### config.mk
export PLATFORM = sky130hd
export DESIGN_NAME = shape_pair_collision_test_unit
export DESIGN_NICKNAME = d
export VERILOG_FILES = /design/src/spct_pkg.sv /design/src/spct_pipe.sv /design/src/shape_pair_collision_test_unit.sv
export SDC_FILE = /design/constraint.sdc
export NUM_CORES = 2
export LEC_CHECK = 0
export BUFFER_PORTS_ARGS = -buffer_cell sky130_fd_sc_hd__buf_2
export CAP_MARGIN = 0
export CORE_MARGIN = 2
export CORE_UTILIZATION = 59
export CTS_CLUSTER_SIZE = 30
export DETAILED_ROUTE_END_ITERATION = 16
export PLACE_DENSITY = 0.79
export SYNTH_ARGS = -nofsm -noshare
export SYNTH_HDL_FRONTEND = slang
export SYNTH_SLANG_ARGS = --single-unit
### constraint.sdc
create_clock -name clk -period 6.8 [get_ports clk]
set_input_delay 1.36 -clock clk [delete_from_list [all_inputs] [get_ports clk]]
set_output_delay 1.36 -clock clk [all_outputs]
set_load 0.01 [all_outputs]
### src/spct_pkg.sv
// ----------------------------------------------------------------------------
// spct_pkg
// Types, codes and helpers for the shape pair collision test unit.
// ----------------------------------------------------------------------------
`timescale 1ns / 1ps
`default_nettype none

package spct_pkg;

  localparam int PosW = 18;   // x + w in Q14.4, signed
  localparam int RadW = 17;   // sum of two radii
  localparam int SqW  = 34;   // squared distance per axis
  localparam int MarW = 12;

  localparam logic [MarW-1:0] MARGIN_RESET = 12'd240;
  localparam logic [0:0]      REG_EDGE_MARGIN = 1'b0;

  localparam logic [1:0] VHIT_NONE   = 2'd0;
  localparam logic [1:0] VHIT_TOP    = 2'd1;
  localparam logic [1:0] VHIT_BOTTOM = 2'd2;
  localparam logic [1:0] HHIT_NONE   = 2'd0;
  localparam logic [1:0] HHIT_LEFT   = 2'd1;
  localparam logic [1:0] HHIT_RIGHT  = 2'd2;

  typedef logic signed [PosW-1:0] pos_t;

  typedef enum logic [1:0] {
    MODE_BOX_BOX,
    MODE_DISC_DISC,
    MODE_DISC_BOX
  } mode_t;

  typedef struct packed {
    logic               a_is_circle;
    logic signed [15:0] a_x;
    logic signed [15:0] a_y;
    logic [14:0]        a_w;
    logic [14:0]        a_h;
    logic               b_is_circle;
    logic signed [15:0] b_x;
    logic signed [15:0] b_y;
    logic [14:0]        b_w;
    logic [14:0]        b_h;
  } pair_t;

  typedef struct packed {
    logic       overlap;
    logic [1:0] vertical_hit;
    logic [1:0] horizontal_hit;
  } result_t;

  function automatic pos_t sx(input logic [15:0] v);
    return {{(PosW-16){v[15]}}, v};
  endfunction

  function automatic pos_t ux(input logic [14:0] v);
    return {{(PosW-15){1'b0}}, v};
  endfunction

endpackage

`default_nettype wire

### src/spct_pipe.sv
// ----------------------------------------------------------------------------
// spct_pipe
// Four-stage collision datapath: geometry, deltas, squares, compare.
// ----------------------------------------------------------------------------
`timescale 1ns / 1ps
`default_nettype none

module spct_pipe
  import spct_pkg::*;
(
  input  wire logic            clk,
  input  wire logic            rst,
  input  wire logic [MarW-1:0] margin,
  input  wire logic            pair_valid,
  output logic                 pair_ready,
  input  wire pair_t           pair,
  output logic                 result_valid,
  input  wire logic            result_ready,
  output result_t              result
);

  typedef struct packed {
    mode_t           mode;
    logic            bb_hit;
    pos_t            pcx;
    pos_t            pcy;
    pos_t            qcx;
    pos_t            qcy;
    pos_t            left;
    pos_t            top;
    pos_t            right;
    pos_t            bottom;
    pos_t            lm;
    pos_t            rm;
    logic [RadW-1:0] rad;
  } s1_t;

  typedef struct packed {
    mode_t           mode;
    logic            bb_hit;
    pos_t            dx;
    pos_t            dy;
    logic [RadW-1:0] rad;
    logic [1:0]      vert;
    logic [1:0]      horz;
  } s2_t;

  typedef struct packed {
    mode_t          mode;
    logic           bb_hit;
    logic [SqW-1:0] dx2;
    logic [SqW-1:0] dy2;
    logic [SqW-1:0] rad2;
    logic [1:0]     vert;
    logic [1:0]     horz;
  } s3_t;

  logic v1, v2, v3, v4;
  logic rdy1, rdy2, rdy3, rdy4;
  s1_t  s1, s1_next;
  s2_t  s2, s2_next;
  s3_t  s3, s3_next;
  result_t s4, s4_next;

  assign rdy4 = !v4 || result_ready;
  assign rdy3 = !v3 || rdy4;
  assign rdy2 = !v2 || rdy3;
  assign rdy1 = !v1 || rdy2;
  assign pair_ready   = rdy1;
  assign result_valid = v4;
  assign result       = s4;

  // stage 1: centers, box edges, box-box test
  pos_t ax, ay, aw, ah, bx, by, bw, bh;
  pos_t a_r, a_b, b_r, b_b;
  pos_t a_cx, a_cy, b_cx, b_cy;

  always_comb begin
    ax = sx(pair.a_x);
    ay = sx(pair.a_y);
    aw = ux(pair.a_w);
    ah = ux(pair.a_h);
    bx = sx(pair.b_x);
    by = sx(pair.b_y);
    bw = ux(pair.b_w);
    bh = ux(pair.b_h);
    a_r  = ax + aw;
    a_b  = ay + ah;
    b_r  = bx + bw;
    b_b  = by + bh;
    a_cx = ax + aw;
    a_cy = ay + aw;
    b_cx = bx + bw;
    b_cy = by + bw;

    if (!pair.a_is_circle && !pair.b_is_circle) begin
      s1_next.mode = MODE_BOX_BOX;
    end else if (pair.a_is_circle && pair.b_is_circle) begin
      s1_next.mode = MODE_DISC_DISC;
    end else begin
      s1_next.mode = MODE_DISC_BOX;
    end
    s1_next.bb_hit = (a_r >= bx) && (ax <= b_r) && (a_b >= by) && (ay <= b_b);
    s1_next.pcx = pair.a_is_circle ? a_cx : b_cx;
    s1_next.pcy = pair.a_is_circle ? a_cy : b_cy;
    s1_next.qcx = b_cx;
    s1_next.qcy = b_cy;
    s1_next.left   = pair.a_is_circle ? bx : ax;
    s1_next.top    = pair.a_is_circle ? by : ay;
    s1_next.right  = pair.a_is_circle ? b_r : a_r;
    s1_next.bottom = pair.a_is_circle ? b_b : a_b;
    s1_next.lm = s1_next.left + pos_t'({{(PosW-MarW){1'b0}}, margin});
    s1_next.rm = s1_next.right - pos_t'({{(PosW-MarW){1'b0}}, margin});
    if (pair.a_is_circle && pair.b_is_circle) begin
      s1_next.rad = {2'b00, pair.a_w} + {2'b00, pair.b_w};
    end else if (pair.a_is_circle) begin
      s1_next.rad = {2'b00, pair.a_w};
    end else begin
      s1_next.rad = {2'b00, pair.b_w};
    end
  end

  // stage 2: per-axis deltas, clamp against the box, hit side codes
  always_comb begin
    s2_next.mode   = s1.mode;
    s2_next.bb_hit = s1.bb_hit;
    s2_next.rad    = s1.rad;
    s2_next.vert   = VHIT_NONE;
    s2_next.horz   = HHIT_NONE;
    if (s1.mode == MODE_DISC_DISC) begin
      s2_next.dx = s1.pcx - s1.qcx;
      s2_next.dy = s1.pcy - s1.qcy;
    end else begin
      if (s1.pcx < s1.left) begin
        s2_next.dx = s1.pcx - s1.left;
      end else if (s1.pcx > s1.right) begin
        s2_next.dx = s1.pcx - s1.right;
      end else begin
        s2_next.dx = '0;
      end
      if (s1.pcy < s1.top) begin
        s2_next.dy   = s1.pcy - s1.top;
        s2_next.vert = VHIT_TOP;
      end else if (s1.pcy > s1.bottom) begin
        s2_next.dy   = s1.pcy - s1.bottom;
        s2_next.vert = VHIT_BOTTOM;
      end else begin
        s2_next.dy = '0;
      end
      if (s1.pcx <= s1.lm) begin
        s2_next.horz = HHIT_LEFT;
      end else if (s1.pcx >= s1.rm) begin
        s2_next.horz = HHIT_RIGHT;
      end
    end
  end

  // stage 3: squares
  logic signed [2*PosW-1:0] dx_sq, dy_sq;
  logic [2*RadW-1:0]        rad_sq;

  always_comb begin
    dx_sq  = s2.dx * s2.dx;
    dy_sq  = s2.dy * s2.dy;
    rad_sq = s2.rad * s2.rad;
    s3_next.mode   = s2.mode;
    s3_next.bb_hit = s2.bb_hit;
    s3_next.dx2    = dx_sq[SqW-1:0];
    s3_next.dy2    = dy_sq[SqW-1:0];
    s3_next.rad2   = rad_sq[SqW-1:0];
    s3_next.vert   = s2.vert;
    s3_next.horz   = s2.horz;
  end

  // stage 4: distance compare and result
  logic [SqW:0] dist2;
  logic         hit;

  always_comb begin
    dist2 = {1'b0, s3.dx2} + {1'b0, s3.dy2};
    if (s3.mode == MODE_BOX_BOX) begin
      hit = s3.bb_hit;
    end else begin
      hit = dist2 <= {1'b0, s3.rad2};
    end
    s4_next.overlap        = hit;
    s4_next.vertical_hit   = VHIT_NONE;
    s4_next.horizontal_hit = HHIT_NONE;
    if (hit && s3.mode == MODE_DISC_BOX) begin
      s4_next.vertical_hit   = s3.vert;
      s4_next.horizontal_hit = s3.horz;
    end
  end

  always_ff @(posedge clk) begin
    if (rst) begin
      v1 <= 1'b0;
      v2 <= 1'b0;
      v3 <= 1'b0;
      v4 <= 1'b0;
    end else begin
      if (rdy1) v1 <= pair_valid;
      if (rdy2) v2 <= v1;
      if (rdy3) v3 <= v2;
      if (rdy4) v4 <= v3;
    end
  end

  always_ff @(posedge clk) begin
    if (rdy1) s1 <= s1_next;
    if (rdy2) s2 <= s2_next;
    if (rdy3) s3 <= s3_next;
    if (rdy4) s4 <= s4_next;
  end

endmodule

`default_nettype wire

### src/shape_pair_collision_test_unit.sv
// Takes one shape pair per word and returns one result word per pair, in
// order. A pair can be accepted every cycle unless all stages are full and
// the result side is stalled; each result word passes through the four
// register stages of the datapath (geometry, clamped deltas, squaring
// multipliers, distance compare with the output register) before it is
// presented. A stall on the result side holds the occupied stages in place,
// empty stages still fill, and the pair input stalls once all four stages
// hold a word.
// ----------------------------------------------------------------------------
// shape_pair_collision_test_unit
// Circle/rectangle pair overlap test with APB edge-margin register.
// ----------------------------------------------------------------------------
`timescale 1ns / 1ps
`default_nettype none

module shape_pair_collision_test_unit
  import spct_pkg::*;
(
  input  wire logic        clk,
  input  wire logic        rst,
  input  wire logic        psel,
  input  wire logic        penable,
  input  wire logic        pwrite,
  input  wire logic [2:0]  paddr,
  input  wire logic [31:0] pwdata,
  output logic [31:0]      prdata,
  output logic             pready,
  input  wire logic        pair_valid,
  output logic             pair_ready,
  input  wire pair_t       pair,
  output logic             result_valid,
  input  wire logic        result_ready,
  output result_t          result
);

  logic [MarW-1:0] margin;
  logic            wr_margin;

  assign pready    = 1'b1;
  assign wr_margin = psel && penable && pwrite && (paddr[2] == REG_EDGE_MARGIN);

  always_ff @(posedge clk) begin
    if (rst) begin
      margin <= MARGIN_RESET;
    end else if (wr_margin) begin
      margin <= pwdata[MarW-1:0];
    end
  end

  always_comb begin
    if (paddr[2] == REG_EDGE_MARGIN) begin
      prdata = {{(32-MarW){1'b0}}, margin};
    end else begin
      prdata = '0;
    end
  end

  spct_pipe u_pipe (
    .clk          (clk),
    .rst          (rst),
    .margin       (margin),
    .pair_valid   (pair_valid),
    .pair_ready   (pair_ready),
    .pair         (pair),
    .result_valid (result_valid),
    .result_ready (result_ready),
    .result       (result)
  );

endmodule

`default_nettype wire

== Word level (Yosys, flattened, before mapping) ==
Cells that the tools add are included.

* Add/subtract/negate cells: 16
* $mul: 3
* Div/mod/pow operators: 0
* $lt $le $gt $ge: 11
* Equality and inequality tests: 2
* Shifts and indexed selects: 0
* Mux-type cells: 20
* Bitwise operators: 1
* Reduce and logical (&&, ||, !) cells: 22

{| class="wikitable"
|+ Operator list
! cell !! number
|-
| 18-bit 2-to-1 mux || 10
|-
| 16-bit by 16-bit adder with 17-bit output || 6
|-
| 18-bit subtractor || 5
|-
| 18-bit by 18-bit multiplier with 34-bit output || 2
|-
| 18-bit > comparator || 2
|-
| 18-bit less-than comparator || 2
|-
| 36-bit 2-to-1 mux || 1
|-
| 34-bit by 34-bit adder with 35-bit output || 1
|-
| 35-bit by 34-bit less-or-equal comparator with 1-bit output || 1
|-
| 17-bit by 16-bit >= comparator with 1-bit output || 2
|-
| 16-bit by 17-bit less-or-equal comparator with 1-bit output || 2
|-
| 17-bit by 17-bit multiplier with 34-bit output || 1
|-
| 18-bit by 13-bit adder with 18-bit output || 1
|-
| 18-bit >= comparator || 1
|-
| 18-bit less-or-equal comparator || 1
|-
| 18-bit by 13-bit subtractor with 18-bit output || 1
|-
| 18-bit by 17-bit subtractor with 18-bit output || 1
|-
| 17-bit 2-to-1 mux || 1
|-
| 15-bit by 15-bit adder with 16-bit output || 1
|-
| 15-bit 2-to-1 mux || 1
|-
| 12-bit 2-to-1 mux || 1
|-
| 1-bit logical AND || 9
|-
| 1-bit zero test || 6
|-
| 2-bit 2-to-1 mux || 3
|-
| 7 further kinds || 13
|}

* Register bits: 389
* Bits in latches: 0
* Bits in writable memories: 0
* Bits in read-only memories: 0
* Input port bits: 168
* Output and inout port bits: 40
* Memories: 0

== Longest topological paths before layout ==
* Word-level depth: 5
* Gate-level depth with buffers: 26
* Gate-level depth less buffers: 24

== Hierarchy ==
A second synthesis with hierarchy kept.

* Cell total of the unflattened synthesis: 6114
* Area, all modules: 57629.0 sq um

{| class="wikitable"
|+ By module, submodules not included
! module !! times used !! cells an instance !! area each (sq um) !! sequential area each (sq um)
|-
| spct_pipe || 1 || 6025 || 56840.8 || 10860.4
|-
| shape_pair_collision_test_unit || 1 || 89 || 788.3 || 240.2
|}

== Least setup slack after synthesis ==
Ideal clock, no wire load.

* Path kind: input-to-output
* Start point: in result_ready
* End point: out pair_ready
* Arrival: 5.667 ns
* Setup slack: -0.227 ns
* Stages on the path: 3
* Path buffers: 0
* Path through: nor2b_1 and3_1 nand2_1

* Word-level cells in the longest chain between the ends: 4

{| class="wikitable"
|+ Ends and longest elaborated chain
! element !! RTL line !! source
|-
| start: declaration || shape_pair_collision_test_unit.sv:32 || <nowiki>input wire logic result_ready,</nowiki>
|-
| 1-bit logical OR || spct_pipe.sv:65 || <nowiki>assign rdy4 = !v4 || result_ready;</nowiki>
|-
| 1-bit logical OR || spct_pipe.sv:66 || <nowiki>assign rdy3 = !v3 || rdy4;</nowiki>
|-
| 1-bit logical OR || spct_pipe.sv:67 || <nowiki>assign rdy2 = !v2 || rdy3;</nowiki>
|-
| 1-bit logical OR || spct_pipe.sv:68 || <nowiki>assign rdy1 = !v1 || rdy2;</nowiki>
|-
| end: declaration || shape_pair_collision_test_unit.sv:29 || <nowiki>output logic pair_ready,</nowiki>
|}

No other way between the ends.

== Worst setup path after layout ==
* Start point: reg u_pipe.s2[49] in the netlist's numbering
* End point: reg u_pipe.s3[99] in the netlist's numbering, data pin

* Word-level cells in the longest chain between the ends: 1

{| class="wikitable"
|+ Ends and longest elaborated chain
! element !! RTL line !! source
|-
| start: declaration || spct_pipe.sv:61 || <nowiki>s2_t s2, s2_next;</nowiki>
|-
| start signal: assignment || spct_pipe.sv:211 || <nowiki>if (rdy2) s2 <= s2_next;</nowiki>
|-
| 18-bit by 18-bit multiplier with 34-bit output || spct_pipe.sv:163 || <nowiki>dx_sq = s2.dx * s2.dx;</nowiki>
|-
| net u_pipe.dx_sq[27] || spct_pipe.sv:159 || <nowiki>logic signed [2*PosW-1:0] dx_sq, dy_sq;</nowiki>
|-
| end signal: assignment || spct_pipe.sv:212 || <nowiki>if (rdy3) s3 <= s3_next;</nowiki>
|-
| end: declaration || spct_pipe.sv:62 || <nowiki>s3_t s3, s3_next;</nowiki>
|}

The timed path passes the listed nets, and every way through them passes these cells.
A chain may end at the register's enable or synchronous reset.

==> key figures <==
Status
  – Run status: completed

STA
  – Pins Over Slew Limit: 0
  – Max_slew headroom: 34.24%
  – Tmin final: 6.605 ns
  – PnR worst setup slack: 0.1951 ns
  – RSZ-0062 raised after global routing: yes
  – Final worst path period share: 97.13%
  – Least-Margin Pin Slew: 0.9864 ns
  – Hold_ws: 0.4176 ns
  – Final hold violations: 0
  – Final Skew: 0.06543 ns
  – Final setup fails: 0
  – Final setup TNS: 0 ns
  – F_max: 0.1514 GHz

Clock network
  – Hold Buf Count CTS: 0
  – Worst-path clk slew: 0.06 ns
  – Clock sink count: 375
  – Maximum clock path buffer count: 3
  – Worst-Skew Late Latency: 0.63 ns
  – Root buf cell: clkbuf_16
  – CTS tree: built
  – CTS H-tree lvls: 2
  – Num CTS Buffers: 45

Setup path
  – CP endpoint kind: flop
  – Startpoint types: flop
  – Max Fanout on Critical Path: 8
  – Critical path type: reg -> reg
  – Reg2reg setup slack: 0.20 ns
  – Arrival @ worst endpoint: 6.97 ns
  – Critical Path RT: 7.17 ns

Yosys
  – Average cell area after synthesis: 9.384 um2
  – Cell area after synthesis: 57650 um2
  – Post-Synth XOR/XNOR Area: 4.953%
  – Post-synth ARST share: 0%
  – EDFF count, synth: 359
  – Cells after Synth: 6143
  – Synth Area in Compound Gates: 11.36%
  – Seq/Total Area, Yosys: 19.26%
  – Main combinational cell family by area after synthesis: adder cells
  – #FFs+latches synth: 375
  – Post-synth cell types: 87
  – Adder-cell share of the synthesized area: 41.64%
  – Top FF cell, synth: edfxtp_1
  – Multiplexer share of the synthesized area: 1.396%
  – Post-Synth Simple-Gate Area: 11.22%
  – Synth warnings: 0

Routing
  – Vias per cell: 5.631
  – Drt first pass iters: 6
  – DR iter-0 viols: 2975
  – Post-DRT Antenna Nets: 0
  – Routed wire length: 138800 um
  – Drc violations: 0
  – Vias: 43420
  – Routed WL per cell: 18.00 um

Finish
  – Layout cells sized above 1: 7.866%
  – P&R area growth vs syn: 8.549%
  – Cell area after layout: 62580 um2
  – Net count, final: 8033

Die
  – Die W: 316.6 um
  – Core area: 96710 um2
  – Die area: 100200 um2
  – Num rows: 114
  – Starting Density: 59.61%
  – Die Ht: 316.6 um
  – Top-Level Pins: 208

Hold path
  – Hold Path Class: reg -> reg

GRT
  – Vias in the first global route: 45580
  – Initial antenna violation count: 2
  – Largest net degree at the start of global routing: 110
  – GR Overflow Total: 0
  – GRT Util Overall: 28.43%
  – First-pass GRT wire length: 227200 um

Place
  – GP Congestion: 0.9809
  – PortBufs: 164
  – DPL Wire Length: 116300 um
  – Dpl cell area: 60610 um2
  – Pre-CTS setup slack: 0.09836 ns

Run
  – Max-Cap Viols: 0
state kept, by name (all words and copies together) (netlist names):
name / cells
u_pipe.s3: 106
u_pipe.result: 5
u_pipe.v2: 1
u_pipe.result_valid: 1
u_pipe.v1: 1
u_pipe.s1: 189
u_pipe.s2: 59
margin: 12
u_pipe.v3: 1
area by class of cell:
type	count	area (um2)
Multi-Input combinational cell	4250	40880
Fill cell	7671	34130
Sequential cell	375	11100
Inverter	1400	5255
Timing Repair Buffer	324	2101
Tap cell	1276	1597
Clock buffer	56	1229
Clock inverter	28	412.9
Antenna cell	2	5.005
Yosys cell counts, drive strengths merged (59+ instances only):
cell type | number | share of area, %
nand2b | 60 | 0.65
xnor2 | 231 | 3.5
o21ai | 211 | 1.9
xor2 | 95 | 1.4
a21oi | 296 | 2.6
fa | 749 | 26
edfxtp | 359 | 19
nor2 | 297 | 1.9
nand3 | 67 | 0.58
clkbuf | 105 | 0.68
ha | 720 | 16
nor2b | 62 | 0.67
o21a | 59 | 0.77
nor3 | 69 | 0.60
inv | 1400 | 9.1
and2 | 160 | 1.7
a21o | 135 | 1.8
nand2 | 470 | 3.1
metal layers:
layer	GRT usage [%]	vias to the layer above	share of wire, %
met5	0	-	0.0094
met4	12.30	2	4.9
met3	3.126	373	6.5
met2	49.53	1513	49
met1	35.91	21100	40
li1	-	20430	-
worst max-delay path, stage by stage, from the launching register on:
cell and delay [ns]:
edfxtp_1 0.59, and2_1 0.30, fa_1 0.50, fa_1 0.58, inv_1 0.06, fa_1 0.48, fa_1 0.54, inv_1 0.05
fa_1 0.47, inv_1 0.05, fa_1 0.47, inv_1 0.04, ha_1 0.32, a21o_1 0.23, a221oi_4 0.36, o22a_1 0.20
o211ai_1 0.12, and2_4 0.17, and4_1 0.19, a2111o_1 0.37, a21oi_1 0.17, xnor2_1 0.08
layout by cell type (no fill, tap or decap), drive strengths merged, types with 11 or more instances in the layout:
cell type,netlist,routed
inv,1400,1405
fa,749,749
ha,720,720
nand2,470,470
edfxtp,359,359
buf,32,324
nor2,297,297
a21oi,296,296
xnor2,231,231
o21ai,211,211
and2,160,160
a21o,135,135
xor2,95,95
nor3,69,69
nand3,67,67
nor2b,62,62
nand2b,60,60
o21a,59,59
clkbuf,105,56
mux2,43,43
a31oi,41,41
or3,39,39
a211oi,36,36
and3,35,35
nand4,34,34
mux2i,32,32
o21bai,25,25
o211ai,24,24
conb,2,21
o31ai,21,21
a221oi,20,20
dfxtp,16,16
a21boi,16,16
or2,15,15
a211o,15,15
nor4,12,12
clkinv,0,12
and4,11,11
repair_timing:
action	4_1_cts	5_1_grt
endpoints found under the setup margin	0	11
gates resized for setup	0	21
buffers inserted	0	25
final timing paths:
path / from / to / cells after the start
hold reg to reg: u_pipe.s1[13] / u_pipe.s2[17] / 0
hold / removal: u_pipe.s1[13] / u_pipe.s2[17] / 0
setup reg to reg: u_pipe.s2[49] / u_pipe.s3[99] / 21
setup / recovery: u_pipe.s2[49] / u_pipe.s3[99] / 21
kinds of logic (layout without fill, tap and decap cells):
family | after synthesis | count (layout)
adders and majority gates | 1469 | 1469
xor gates and xnor gates | 326 | 326
buffers and inverters | 1537 | 1808
DFF | 375 | 375
muxes | 75 | 75
other | 2 | 23
AOI/OAI and AO/OA | 1003 | 1003
and+or+nand+nor | 1356 | 1356
per-stage QoR:
step	std cells	utilization [%]
finish	7711	64.71
global placement	7600	62.67
global route	7709	64.70
CTS	7684	64.37
detailed placement	7600	62.67
floorplan	6162	-
Power is left out: the tool's default activity adds up to more than one toggle a clock period on the data nets, which glitch-free logic cannot reach.
